--- config.mk ---
export PLATFORM = sky130hd
export DESIGN_NAME = bone_weight_top_two_select
export DESIGN_NICKNAME = d
export VERILOG_FILES = /design/src/bwts_pkg.sv /design/src/bwts_front.sv /design/src/bwts_fifo.sv /design/src/bwts_back.sv /design/src/bone_weight_top_two_select.sv
export SDC_FILE = /design/constraint.sdc
export NUM_CORES = 1
export LEC_CHECK = 0
export BUFFER_PORTS_ARGS = -buffer_cell sky130_fd_sc_hd__buf_2
export CORE_MARGIN = 8
export CORE_UTILIZATION = 55
export CTS_CLUSTER_DIAMETER = 40
export DETAILED_ROUTE_END_ITERATION = 10
export PLACE_DENSITY = 0.83
export SYNTH_ARGS = -nofsm -noshare
export SYNTH_HDL_FRONTEND = slang
export SYNTH_SLANG_ARGS = --single-unit
--- constraint.sdc ---
create_clock -name i_clk -period 5.9 [get_ports i_clk]
set_input_delay 0 -clock i_clk [delete_from_list [all_inputs] [get_ports i_clk]]
set_output_delay 0 -clock i_clk [all_outputs]
set_load 0.1 [all_outputs]
--- src/bwts_pkg.sv ---
// shared types and constants for the bone weight top-two selector
package bwts_pkg;

    localparam int BONE_W      = 8;
    localparam int BONE_OUT_W  = 9;
    localparam int WEIGHT_W    = 17;
    localparam int TOTAL_W     = WEIGHT_W + 1;
    localparam int QUEUE_DEPTH = 2;

    localparam logic [BONE_OUT_W-1:0] NO_BONE = '1;

    // selection result of one vertex, handed from front to back
    typedef struct packed {
        logic                has_best;
        logic                has_sec;
        logic [BONE_W-1:0]   best_bone;
        logic [BONE_W-1:0]   sec_bone;
        logic [WEIGHT_W-1:0] best_weight;
        logic [WEIGHT_W-1:0] sec_weight;
    } t_pair;

endpackage

--- src/bwts_front.sv ---
// front part: filters influences and keeps the two largest weights of a vertex
module bwts_front #(
    parameter int MAX_BONES = 256
) (
    input  logic                             i_clk,
    input  logic                             i_rst_n,
    input  logic                             i_in_valid,
    output logic                             o_in_stall,
    input  logic [bwts_pkg::BONE_W-1:0]      i_bone_index,
    input  logic [bwts_pkg::WEIGHT_W-1:0]    i_weight,
    input  logic                             i_last_bone,
    input  logic                             i_queue_full,
    output logic                             o_push,
    output bwts_pkg::t_pair                  o_pair
);
    import bwts_pkg::*;

    t_pair r_cur;
    t_pair n_sel;
    logic  w_take;
    logic  w_accept;

    assign o_in_stall = i_queue_full;
    assign w_accept   = i_in_valid && !i_queue_full;
    assign w_take     = (i_weight != '0) && ({24'd0, i_bone_index} < 32'(MAX_BONES));

    // equal weights leave the earlier influence in place
    always_comb begin
        n_sel = r_cur;
        if (w_take) begin
            if (!r_cur.has_best) begin
                n_sel.has_best    = 1'b1;
                n_sel.best_bone   = i_bone_index;
                n_sel.best_weight = i_weight;
            end else if (i_weight > r_cur.best_weight) begin
                n_sel.has_sec     = 1'b1;
                n_sel.sec_bone    = r_cur.best_bone;
                n_sel.sec_weight  = r_cur.best_weight;
                n_sel.best_bone   = i_bone_index;
                n_sel.best_weight = i_weight;
            end else if (!r_cur.has_sec || i_weight > r_cur.sec_weight) begin
                n_sel.has_sec    = 1'b1;
                n_sel.sec_bone   = i_bone_index;
                n_sel.sec_weight = i_weight;
            end
        end
    end

    assign o_push = w_accept && i_last_bone;
    assign o_pair = n_sel;

    always_ff @(posedge i_clk) begin
        if (!i_rst_n) begin
            r_cur.has_best <= 1'b0;
            r_cur.has_sec  <= 1'b0;
        end else if (w_accept) begin
            if (i_last_bone) begin
                r_cur.has_best <= 1'b0;
                r_cur.has_sec  <= 1'b0;
            end else begin
                r_cur <= n_sel;
            end
        end
    end

endmodule

--- src/bwts_fifo.sv ---
// short queue of selected pairs between front and back
module bwts_fifo (
    input  logic            i_clk,
    input  logic            i_rst_n,
    input  logic            i_push,
    input  bwts_pkg::t_pair i_data,
    input  logic            i_pop,
    output bwts_pkg::t_pair o_head,
    output logic            o_full,
    output logic            o_empty
);
    import bwts_pkg::*;

    localparam int QA = $clog2(QUEUE_DEPTH);

    t_pair         r_mem [QUEUE_DEPTH];
    logic [QA-1:0] r_wr;
    logic [QA-1:0] r_rd;
    logic [QA:0]   r_cnt;

    assign o_full  = (r_cnt == (QA+1)'(QUEUE_DEPTH));
    assign o_empty = (r_cnt == '0);
    assign o_head  = r_mem[r_rd];

    always_ff @(posedge i_clk) begin
        if (i_push) begin
            r_mem[r_wr] <= i_data;
        end
    end

    always_ff @(posedge i_clk) begin
        if (!i_rst_n) begin
            r_wr  <= '0;
            r_rd  <= '0;
            r_cnt <= '0;
        end else begin
            if (i_push) begin
                r_wr <= r_wr + 1'b1;
            end
            if (i_pop) begin
                r_rd <= r_rd + 1'b1;
            end
            if (i_push && !i_pop) begin
                r_cnt <= r_cnt + 1'b1;
            end else if (i_pop && !i_push) begin
                r_cnt <= r_cnt - 1'b1;
            end
        end
    end

endmodule

--- src/bwts_back.sv ---
// back part: normalizes a pair by two bit-serial dividers and holds the result
module bwts_back #(
    parameter int WEIGHT_FRAC_BITS = 16
) (
    input  logic                                    i_clk,
    input  logic                                    i_rst_n,
    input  logic                                    i_empty,
    input  bwts_pkg::t_pair                         i_head,
    output logic                                    o_pop,
    output logic                                    o_out_valid,
    input  logic                                    i_out_stall,
    output logic signed [bwts_pkg::BONE_OUT_W-1:0]  o_primary_bone,
    output logic signed [bwts_pkg::BONE_OUT_W-1:0]  o_secondary_bone,
    output logic [bwts_pkg::WEIGHT_W-1:0]           o_primary_share,
    output logic [bwts_pkg::WEIGHT_W-1:0]           o_secondary_share
);
    import bwts_pkg::*;

    localparam int FRAC = WEIGHT_FRAC_BITS;
    localparam int CW   = $clog2(FRAC + 1);
    localparam logic [WEIGHT_W-1:0] LONE_SHARE =
        (FRAC < WEIGHT_W) ? WEIGHT_W'(1 << FRAC) : '0;

    typedef enum logic [1:0] {
        S_IDLE,
        S_DIV,
        S_OUT
    } t_state;

    t_state                r_state;
    logic [CW-1:0]         r_cnt;
    logic [TOTAL_W-1:0]    r_total;
    logic [TOTAL_W-1:0]    r_rem0;
    logic [TOTAL_W-1:0]    r_rem1;
    logic [FRAC-1:0]       r_q0;
    logic [FRAC-1:0]       r_q1;
    logic [BONE_OUT_W-1:0] r_pb;
    logic [BONE_OUT_W-1:0] r_sb;
    logic [WEIGHT_W-1:0]   r_ps;
    logic [WEIGHT_W-1:0]   r_ss;

    logic [TOTAL_W:0]   w_sh0;
    logic [TOTAL_W:0]   w_sh1;
    logic               w_ge0;
    logic               w_ge1;
    logic [TOTAL_W-1:0] n_rem0;
    logic [TOTAL_W-1:0] n_rem1;

    // one quotient bit per cycle; remainder stays below the total
    assign w_sh0  = {r_rem0, 1'b0};
    assign w_sh1  = {r_rem1, 1'b0};
    assign w_ge0  = (w_sh0 >= {1'b0, r_total});
    assign w_ge1  = (w_sh1 >= {1'b0, r_total});
    assign n_rem0 = w_ge0 ? TOTAL_W'(w_sh0 - {1'b0, r_total}) : TOTAL_W'(w_sh0);
    assign n_rem1 = w_ge1 ? TOTAL_W'(w_sh1 - {1'b0, r_total}) : TOTAL_W'(w_sh1);

    assign o_pop             = (r_state == S_IDLE) && !i_empty;
    assign o_out_valid       = (r_state == S_OUT);
    assign o_primary_bone    = r_pb;
    assign o_secondary_bone  = r_sb;
    assign o_primary_share   = r_ps;
    assign o_secondary_share = r_ss;

    always_ff @(posedge i_clk) begin
        if (!i_rst_n) begin
            r_state <= S_IDLE;
        end else begin
            case (r_state)
                S_IDLE: begin
                    if (!i_empty) begin
                        r_pb <= i_head.has_best ? {1'b0, i_head.best_bone} : NO_BONE;
                        r_sb <= i_head.has_sec ? {1'b0, i_head.sec_bone} : NO_BONE;
                        if (i_head.has_best && i_head.has_sec) begin
                            r_total <= {1'b0, i_head.best_weight} + {1'b0, i_head.sec_weight};
                            r_rem0  <= {1'b0, i_head.best_weight};
                            r_rem1  <= {1'b0, i_head.sec_weight};
                            r_cnt   <= CW'(FRAC);
                            r_state <= S_DIV;
                        end else begin
                            r_ps    <= i_head.has_best ? LONE_SHARE : '0;
                            r_ss    <= '0;
                            r_state <= S_OUT;
                        end
                    end
                end
                S_DIV: begin
                    if (r_cnt != '0) begin
                        r_rem0 <= n_rem0;
                        r_rem1 <= n_rem1;
                        r_q0   <= {r_q0[FRAC-2:0], w_ge0};
                        r_q1   <= {r_q1[FRAC-2:0], w_ge1};
                        r_cnt  <= r_cnt - 1'b1;
                    end else begin
                        r_ps    <= WEIGHT_W'(r_q0);
                        r_ss    <= WEIGHT_W'(r_q1);
                        r_state <= S_OUT;
                    end
                end
                S_OUT: begin
                    if (!i_out_stall) begin
                        r_state <= S_IDLE;
                    end
                end
                default: begin
                    r_state <= S_IDLE;
                end
            endcase
        end
    end

endmodule

--- src/bone_weight_top_two_select.sv ---
// top level of the bone weight top-two selector
//
// input channel: one bone influence per transfer (bone index, q1.16 weight,
// last flag); influences of one vertex arrive in a row, the last one flagged.
// zero weights and bones at or above max_bones are skipped.
// output channel: one transfer per vertex with the primary and secondary bone
// (-1 when absent) and their shares, normalized by truncating division.
// the front takes one influence every cycle and stalls only when the two-entry
// pair queue is full. the back runs two bit-serial dividers side by side, one
// quotient bit a cycle, and takes the next pair from the queue only once the
// result before it has been taken. a pair passes through the idle, divide and
// output states in turn; a lone or empty vertex goes from idle straight to
// output.
// reset clears the selection, empties the queue and drops a pending result.
// while the receiver stalls, the result holds steady and the queue keeps
// filling until full, after which the input is stalled.
module bone_weight_top_two_select #(
    parameter int MAX_BONES        = 256,
    parameter int WEIGHT_FRAC_BITS = 16
) (
    input  logic                                    i_clk,
    input  logic                                    i_rst_n,
    input  logic                                    i_in_valid,
    output logic                                    o_in_stall,
    input  logic [bwts_pkg::BONE_W-1:0]             i_bone_index,
    input  logic [bwts_pkg::WEIGHT_W-1:0]           i_weight,
    input  logic                                    i_last_bone,
    output logic                                    o_out_valid,
    input  logic                                    i_out_stall,
    output logic signed [bwts_pkg::BONE_OUT_W-1:0]  o_primary_bone,
    output logic signed [bwts_pkg::BONE_OUT_W-1:0]  o_secondary_bone,
    output logic [bwts_pkg::WEIGHT_W-1:0]           o_primary_share,
    output logic [bwts_pkg::WEIGHT_W-1:0]           o_secondary_share
);
    import bwts_pkg::*;

    // front to queue
    logic  w_push;
    t_pair w_pair;
    logic  w_full;
    // queue to back
    logic  w_pop;
    logic  w_empty;
    t_pair w_head;

    bwts_front #(
        .MAX_BONES (MAX_BONES)
    ) u_front (
        .i_clk        (i_clk),
        .i_rst_n      (i_rst_n),
        .i_in_valid   (i_in_valid),
        .o_in_stall   (o_in_stall),
        .i_bone_index (i_bone_index),
        .i_weight     (i_weight),
        .i_last_bone  (i_last_bone),
        .i_queue_full (w_full),
        .o_push       (w_push),
        .o_pair       (w_pair)
    );

    bwts_fifo u_fifo (
        .i_clk   (i_clk),
        .i_rst_n (i_rst_n),
        .i_push  (w_push),
        .i_data  (w_pair),
        .i_pop   (w_pop),
        .o_head  (w_head),
        .o_full  (w_full),
        .o_empty (w_empty)
    );

    // division runs here, one quotient bit per cycle
    bwts_back #(
        .WEIGHT_FRAC_BITS (WEIGHT_FRAC_BITS)
    ) u_back (
        .i_clk             (i_clk),
        .i_rst_n           (i_rst_n),
        .i_empty           (w_empty),
        .i_head            (w_head),
        .o_pop             (w_pop),
        .o_out_valid       (o_out_valid),
        .i_out_stall       (i_out_stall),
        .o_primary_bone    (o_primary_bone),
        .o_secondary_bone  (o_secondary_bone),
        .o_primary_share   (o_primary_share),
        .o_secondary_share (o_secondary_share)
    );

endmodule

==> impl_metrics.yaml, run 1 <==
layout:
  register_area_sq_um: 9070
  nets: 1463
  diodes: 0
  fin_util_pct: 64.6
  fillCellCount: 1986
  drive_above_1_share_pct: 17.8
  multi_input_area_sq_um: 5790
  areaGrowthSynthToFinish_pct: 16.4
  final_area_sq_um: 17800
yosys:
  syn_inst: 1213
  synth_top_cell_by_area: "edfxtp_1"
  synthMuxAreaShare_pct: 5.01
  syn-mean-instance-area_sq_um: 12.6
  ys_seq_area_share_pct: 59.2
  yosys-top-cells-count: "edfxtp_1, ha_1, nor2_1"
  synth_compound_area_share_pct: 11.3
  synth_top_family_by_area: "simple AND/OR/NAND/NOR gates"
  yosys_warnings: 0
  synth_edf_count: 296
  ys_ff_latch: 305
  synthSimpleGateAreaFrac_pct: 11.6
  synth_nets: 1336
  synth_area_sq_um: 15300
  synth.most_common_cell: "edfxtp_1"
  yosysTopAreaCellShare_pct: 58.0
  yosys.area_share.adder_pct: 7.74
  ys.flop_type: "edfxtp_1"
  synthTopCellsByArea: "edfxtp_1, ha_1, mux2_2"
  synthXorXnorAreaFrac_pct: 1.94
  async_reset_ff_share_pct: 0
  synth.distinct_cells: 76
power_and_ir_drop:
  vdd_drop_max_uv: 371
  p_leak_uw: 0.00690
  clkPwrFrac_pct: 28.6
  swShare_pct: 37.1
  power_density_nw_per_um2: 484
  switching_power_uw: 3200
  pwr-share-comb_pct: 36.6
  p_int_uw: 5440
  seq_power_share_pct: 34.8
critical_path:
  critPathMaxFanout: 38
  worstPathRequired_ps: 6170
  crit_type: "register to register"
  end_kind: "register"
  crit_arrival_ps: 3750
  worst_setup_path_start_kind: "register"
sta:
  rsz0062_at_grt: "no"
  final-hold-violation-count: 0
  finalCriticalPeriod_ps: 3480
  slew_headroom_pct: 28.5
  slew_viol_final: 0
  fin_skew_ps: 24.2
  whs_ps: 374
  tns_ps: 0
  clock.fmax_ghz: 0.288
  fin_crit_sh_pct: 58.9
  setup-violations-final: 0
  worstMarginPinSlew_ps: 1070
detailed_routing:
  firstDrtPassIters: 7
  wl_mm: 33.4
  drc: 0
  drtIter0Drc: 930
  routedWlPerCell_microns: 19.1
  ant_nets: 0
  vias: 10300
  vias_per_cell: 5.91
placed_design:
  routabilityCongestion: 0.861
  dp_hpwl_mm: 22.3
  placed_area_sq_um: 16100
  io_buffers: 82
clock_tree:
  clockBufferDepth: 3
  clk_latency_ps: 530
  root_buffer: "clkbuf_16"
  cts_tree: "built"
  clock-sinks: 305
  cts_buffers: 39
  h-tree-depth: 2
  cts.clk_slew.worst_paths_ps: 60
  cts_resized: 0
global_routing:
  grt_pass1_vias: 10500
  antenna_found_initial: 0
  grt_first_pass_wirelength_mm: 53.8
  overflow: 0
  track_usage_pct: 19.9
  grt_max_degree: 64
run_status:
  status: "finished clean"
floorplanning:
  dieArea_sq_um: 33500
  placementRows: 61
  die_x_microns: 183
  initial_utilization_pct: 55.5
  core-area_sq_um: 27600
  die_height_microns: 183
  ios: 84
hold_path:
  hp-class: "input port to register"
job:
  cap_viol_max_count: 0
final cells by class:
| cell class | count | area share (%) |
|---|---|---|
| inverter | 81 | 1.70 |
| tap | 378 | 2.65 |
| clock inverter | 26 | 1.85 |
| clock buffer | 45 | 5.84 |
| sequential | 305 | 50.8 |
| multi-input combinational | 786 | 32.5 |
| timing repair buffer | 127 | 4.64 |
state kept, by name, summed over array words and instances, names as in the netlist, 5 cells and up, named ones only:
signal,count
u_back.o_primary_share,17
u_fifo.r_mem,104
u_back.r_cnt,5
u_back.r_q1,16
u_back.r_rem0,18
u_front.r_cur,52
u_back.r_q0,16
u_back.o_secondary_bone,9
u_back.o_secondary_share,16
u_back.o_primary_bone,9
u_back.r_total,18
u_back.r_rem1,18
metrics by stage:
step	worst slack, ps	std cells	power (uW)
floorplan	835	1213	5500
global placement	2560	1645	6030
detailed placement	2470	1645	6130
CTS	2440	1748	8650
global route	2280	1748	9040
finish	2420	1748	8640
power by group through the flow:
stage	combinational, uW	clock [uW]	sequential [uW]
after global routing	3430	2580	3040
after detailed placement	3080	0	3050
after CTS	3140	2500	3010
after global placement	2990	0	3040
after floorplan	1890	0	3610
final	3160	2470	3010
final timing paths:
kind	cells past startpoint	start	slack, ps	to
worst max-delay path	12	register	2420	u_back.r_total[16]
worst min-delay path	3	i_bone_index[6]	370	u_fifo.r_mem[1][48]
worst max register to register	12	register	2420	u_back.r_total[16]
worst min register to register	0	u_back.r_q0[0]	430	u_back.r_q0[1]
kinds of logic (layout without fill, tap and decap cells):
logic type | count (synthesis) | in the layout
compound gates | 246 | 246
xor+xnor | 34 | 34
fa+ha+maj | 93 | 93
buf+inv | 122 | 279
flops | 305 | 305
mux | 69 | 69
other cells | 1 | 1
simple gates | 343 | 343
per-layer routing:
layer	part of all wire [%]	GRT usage, %	vias to the layer above
li1	-	-	4824
met1	42	25.6	4975
met2	48	33.3	454
met3	7.9	4.16	75
met4	2.7	6.47	0
met5	0	0	-
layout by cell type, fill, tap and decap left out, types with 11 or more instances in the layout:
cell type	instances
and3_1	32
nor2_1	88
nand2b_1	12
inv_1	80
clkbuf_16	41
a21oi_1	71
nor3_1	24
ha_1	90
nand2_1	69
a221o_1	26
a21o_1	19
o21ai_0	30
mux2_2	55
xnor2_1	24
buf_4	13
nand3_1	15
and2_1	39
edfxtp_1	296
dlygate4sd3_1	32
a31oi_1	20
o21a_1	12
o22a_1	16
buf_2	82
nor2b_1	11
what timing repair did:
| action | CTS | global route |
|---|---|---|
| hold buffers | 32 | 0 |
| setup endpoints to repair | 0 | 0 |
| buffers inserted | 0 | 0 |
| hold endpoints to repair | 164 | 0 |
critical path, cell delays in order (launching register included):
cell      delay [ps]
dfxtp_1          310
buf_4            420
mux2_2           420
ha_1             220
inv_1             70
fa_1             200
nor2b_1           70
o31a_1           280
o31a_1           280
nor4_1           260
o21ai_1          200
a221oi_1         370
xnor2_1          110
No activity file was read; power rests on OpenSTA's default activity.
==> run 2, diff against run 1 <==
Settings changed: ABC_AREA set to 1.
Clock period 5.9 ns to 3.2 ns, I/O delays scaled along.
==> run 2 against run 1 <==
- global-route usage grew 2.7 points
- register-to-register slack worse by 2100 ps
- fmax grew 22%
- wire length rose by 24%
- critical path depth down 6
- non-clock buffer count rose by 5
- setup slack got worse by 2100 ps
- hold slack worse by 350 ps
- die area rose by 7.8%
- sequential share of layout area is 3.2 points lower
- synthesized area rose by 8.6%
- largest cell class unchanged
- largest power group unchanged
- highest routed layer unchanged
==> impl_metrics.yaml, run 2 <==
detailed_routing:
  wl_mm: 41.3
  drtIter0Drc: 1256
  drc: 0
  ant_nets: 0
  vias_per_cell: 5.69
  firstDrtPassIters: 8
  vias: 13300
  routedWlPerCell_microns: 17.7
layout:
  largest_register: "u_fifo.r_mem"
  areaGrowthSynthToFinish_pct: 14.5
  final_common_cell: "nand2_1"
  drive_above_1_share_pct: 11.0
  final_cell_mix: "nand2_1, edfxtp_1, inv_1, nand3_1, nor2_1"
  nets: 2045
  top_regs: "u_fifo.r_mem x104, u_front.r_cur x52"
  fillCellCount: 2274
  largest_reg_flops: 104
  diodes: 0
  final_area_sq_um: 19100
sta:
  rsz0062_at_grt: "no"
  worstMarginPinSlew_ps: 733
  fin_ws_ps: 354
  fin_crit_sh_pct: 88.9
  finalCriticalPeriod_ps: 2850
  slew_viol_final: 0
  final-hold-violation-count: 0
  setup-violations-final: 0
  clock.fmax_ghz: 0.351
  slew_headroom_pct: 51.1
  fin_skew_ps: 26.8
yosys:
  synth_top_cell_by_area: "edfxtp_1"
  ys_ff_latch: 305
  synth_edf_count: 296
  syn-mean-instance-area_sq_um: 9.24
  yosys_warnings: 0
  synthTopCellsByArea: "edfxtp_1, nand2_1, ha_1"
  yosys-top-cells-count: "nand2_1, edfxtp_1, inv_1"
  yosysTopAreaCellShare_pct: 53.4
  synth_nets: 1925
  synth.most_common_cell: "nand2_1"
  syn_inst: 1802
  synth.distinct_cells: 45
  synth_area_sq_um: 16600
  ys.flop_type: "edfxtp_1"
  ys_seq_area_share_pct: 54.5
  async_reset_ff_share_pct: 0
global_routing:
  track_usage_pct: 22.6
  overflow: 0
  grt_max_degree: 53
  grt_pass1_vias: 13200
  grt_first_pass_wirelength_mm: 66.3
  antenna_found_initial: 0
clock_tree:
  clock-sinks: 305
  post_cts_buffers: 0
  cts_tree: "built"
  root_buffer: "clkbuf_16"
  clk_latency_ps: 530
  h-tree-depth: 2
  cts_resized: 0
  clockBufferDepth: 3
  cts.clk_slew.worst_paths_ps: 60
  cts_buffers: 38
placed_design:
  routabilityCongestion: 0.909
  dp_slack_ps: 458
  dp_hpwl_mm: 28.5
  io_buffers: 82
  placed_area_sq_um: 17500
hold_path:
  hp-class: "input port to register"
floorplanning:
  die_height_microns: 190
  die_x_microns: 190
  core-area_sq_um: 29700
  initial_utilization_pct: 56.0
  placementRows: 63
  dieArea_sq_um: 36100
  ios: 84
critical_path:
  end_kind: "register"
  critPathMaxFanout: 41
  crit_arrival_ps: 2980
  endpoint: "u_back.r_rem1[14]"
  reg2reg_to: "u_back.r_rem1[14]"
  crit_type: "register to register"
  worstPathRequired_ps: 3340
  r2r_cells: 6
  worst_setup_path_start_kind: "register"
  r2r_setup_slack_ps: 350
power_and_ir_drop:
  p_leak_uw: 0.00849
  vdd_drop_max_uv: 413
  power_density_nw_per_um2: 968
run_status:
  status: "finished clean"
job:
  cap_viol_max_count: 0
## run 2: cell families (layout without fill, tap and decap cells)
family                   Yosys count  count (layout)  share of synthesized area (%)
AND/OR/NAND/NOR                  983             983                           25.8
flip-flops                       305             305                           54.5
AO/OA/AOI/OAI                    140             140                           4.84
XOR/XNOR                          31              31                           1.63
other                              1               1                         0.0225
adder cells (fa/ha/maj)           93              93                           7.13
buffers and inverters            249             397                           6.13
## run 2: what timing repair did
item,CTS,global route
hold buffers,24,0
hold endpoints to repair,89,0
setup endpoints to repair,0,0
## run 2: power by group
part / internal [uW] / leakage [uW] / switching (uW)
logic: 2320 / 0.00507 / 5910
registers: 5540 / 0.00279 / 293
clock network: 2690 / 0.000633 / 1700
## run 2: through the flow
step	hold slack (ps)	instances	setup TNS, ps	power (uW)	utilization, %
global route	18.8	2340	0	19500	64.1
CTS	7.96	2340	0	18400	64.1
finish	24.2	2340	0	18500	64.1
detailed placement	307	2248	0	14000	58.9
floorplan	138	1802	-17970	12100	-
global placement	303	2248	0	13800	58.9
## run 2: final cells by class
class | instances | area, sq um | share of cell area [%]
Inverter | 197 | 739 | 3.88
Sequential cell | 305 | 9070 | 47.6
Clock inverter | 22 | 297 | 1.56
Multi-Input combinational cell | 1248 | 6620 | 34.7
Timing Repair Buffer | 132 | 846 | 4.44
Tap cell | 390 | 488 | 2.56
Clock buffer | 46 | 1000 | 5.26
## run 2: worst min path at each step
| stage | endpoint | cells after the start | from | slack, ps |
|---|---|---|---|---|
| final | u_fifo.r_wr | 3 | i_last_bone | 20 |
| after global routing | u_fifo.r_mem[1][16] | 5 | i_weight[16] | 20 |
| after CTS | u_front.r_cur[18] | 3 | i_weight[1] | 8 |
| after detailed placement | u_fifo.r_cnt[1] | 3 | i_rst_n | 310 |
| after global placement | u_fifo.r_cnt[1] | 3 | i_rst_n | 300 |
| after floorplan | u_fifo.r_cnt[1] | 2 | i_rst_n | 140 |
## run 2: critical path: stages (launching register included)
cell and delay, ps:
dfxtp_1 420, buf_4 300, nand2_1 270, nand2_1 420, nand3_1 290, a41oi_4 230
buf_4 490
## run 2: metal layers
layer	up-vias	routed length [microns]	global-route usage, %
met1	6201	16300	28.2
li1	6300	-	-
met5	-	0	0
met4	0	1300	9.02
met2	701	20100	38.7
met3	109	3590	3.86
==> run 3, diff against run 2 <==
Settings changed: ABC_AREA 1 to unset, CORE_UTILIZATION 55 to 35, PLACE_DENSITY 0.83 to 0.61.
==> run 3 against run 2 <==
- total power shrank 11%
- combinational power is 28% lower
- sequential power is 4.6% lower
- fmax fell by 4.9%
- final area fell by 3.1%
- die area increased by 41%
- register-to-register slack got worse by 150 ps
- setup slack got worse by 150 ps
- clock power up 10%
- first-iteration DRC count fell by 51%
- clock-buffer cell count is 1 higher
- critical endpoint is now u_back.r_total[16]
- largest power group unchanged
- highest routed layer unchanged
==> impl_metrics.yaml, run 3 (synthesis gave the netlist of run 1 again) <==
detailed_routing:
  vias_per_cell: 5.04
  wl_mm: 34.3
  drtIter0Drc: 616
  drc: 0
  drt-met1-wl_mm: 16.0
  wl_met2_mm: 15.8
  routedWlPerCell_microns: 17.3
  met3_length_mm: 1.48
  vias: 10000
  firstDrtPassIters: 5
  highest_layer: "met4"
  ant_nets: 0
sta:
  setup-violations-final: 0
  slew_headroom_pct: 51.4
  fin_crit_sh_pct: 93.5
  clock.fmax_ghz: 0.334
  fin_skew_ps: 43.7
  fin_ws_ps: 206
  rsz0062_at_grt: "no"
  slew_viol_final: 0
  finalCriticalPeriod_ps: 2990
  final-hold-violation-count: 0
  worstMarginPinSlew_ps: 728
layout:
  largest_reg_flops: 104
  fin_cells: 1985
  final_common_cell: "edfxtp_1"
  fin_util_pct: 42.8
  nets: 1487
  drive_above_1_share_pct: 20.0
  top_regs: "u_fifo.r_mem x104, u_front.r_cur x52"
  largest_register: "u_fifo.r_mem"
  diodes: 0
  areaGrowthSynthToFinish_pct: 20.5
  final_cell_mix: "edfxtp_1, ha_1, nor2_1, buf_2, inv_1"
run_status:
  status: "finished clean"
power_and_ir_drop:
  power_density_nw_per_um2: 885
  p_leak_uw: 0.00707
  vdd_drop_max_uv: 706
  p_total_uw: 16300
floorplanning:
  core-area_sq_um: 43200
  die_height_microns: 225
  ios: 84
  placementRows: 76
  die_x_microns: 225
  initial_utilization_pct: 35.5
  dieArea_sq_um: 50700
placed_design:
  dp_slack_ps: 81.2
  dp_hpwl_mm: 24.0
  routabilityCongestion: 0.900
  dp.cells: 1872
  io_buffers: 82
job:
  cap_viol_max_count: 0
hold_path:
  hp-class: "input port to register"
clock_tree:
  clockBufferDepth: 3
  clk_latency_ps: 580
  root_buffer: "clkbuf_16"
  h-tree-depth: 2
  cts.clk_slew.worst_paths_ps: 60
  cts_tree: "built"
  clock-sinks: 305
  cts_buffers: 45
critical_path:
  crit_type: "register to register"
  worst_setup_path_start_kind: "register"
  end_kind: "register"
  critPathMaxFanout: 17
  crit_arrival_ps: 3320
  worstPathRequired_ps: 3530
global_routing:
  grt_first_pass_wirelength_mm: 55.4
  grt_max_degree: 53
  grt_pass1_vias: 10200
  antenna_found_initial: 0
  track_usage_pct: 13.5
  overflow: 0
## run 3: layer usage
metal | global-route usage, % | vias up
li1 | - | 4881
met1 | 18.2 | 4837
met2 | 21.7 | 224
met3 | 2.39 | 64
met4 | 4.82 | 0
met5 | 0 | -
## run 3: layout make-up
cell class	instances	area (sq um)
clock buffers	47	1130
clock inverters	36	377
fillers	4009	24700
inverters	81	304
multi-input cells	786	5820
flip-flops and latches	305	9070
well taps	585	732
repair buffers	145	1030
## run 3: timing repair
item	4_1_cts	5_1_grt
hold buffers	30	0
setup endpoints to repair	0	3
gates resized for setup	0	2
hold endpoints to repair	164	0
setup buffers	0	0
## run 3: path summary, 6_finish.rpt
check | depth (start not counted) | start | slack (ps) | endpoint
setup / recovery | 10 | register | 210 | u_back.r_total[16]
hold reg to reg | 0 | u_back.r_q0[0] | 440 | u_back.r_q0[1]
hold / removal | 3 | i_rst_n | 330 | u_fifo.r_wr
setup reg to reg | 10 | register | 210 | u_back.r_total[16]
## run 3: where the power goes
part	leakage (uW)	total, uW	internal (uW)	switching [uW]
registers	0.00278	5570	5330	238
logic	0.00357	5950	2020	3930
clock network	0.000719	4820	2840	1980
total	0.00707	16300	10200	6150
## run 3: critical path, stage by stage (launching register included)
cell and delay, ps:
dfxtp_2 380, buf_4 160, buf_4 250, mux2_2 390, ha_1 370, o21a_1 200
o31a_1 120, nor4_1 270, o21ai_1 220, a221oi_2 300, xnor2_1 90
## run 3: stage by stage
stage	TNS [ps]	instance area (sq um)	hold WS [ps]
final	0	18500	333
after global routing	0	18500	347
after CTS	0	18500	314
after detailed placement	0	16600	267
after global placement	0	16600	248
after floorplan	-15690	15400	139
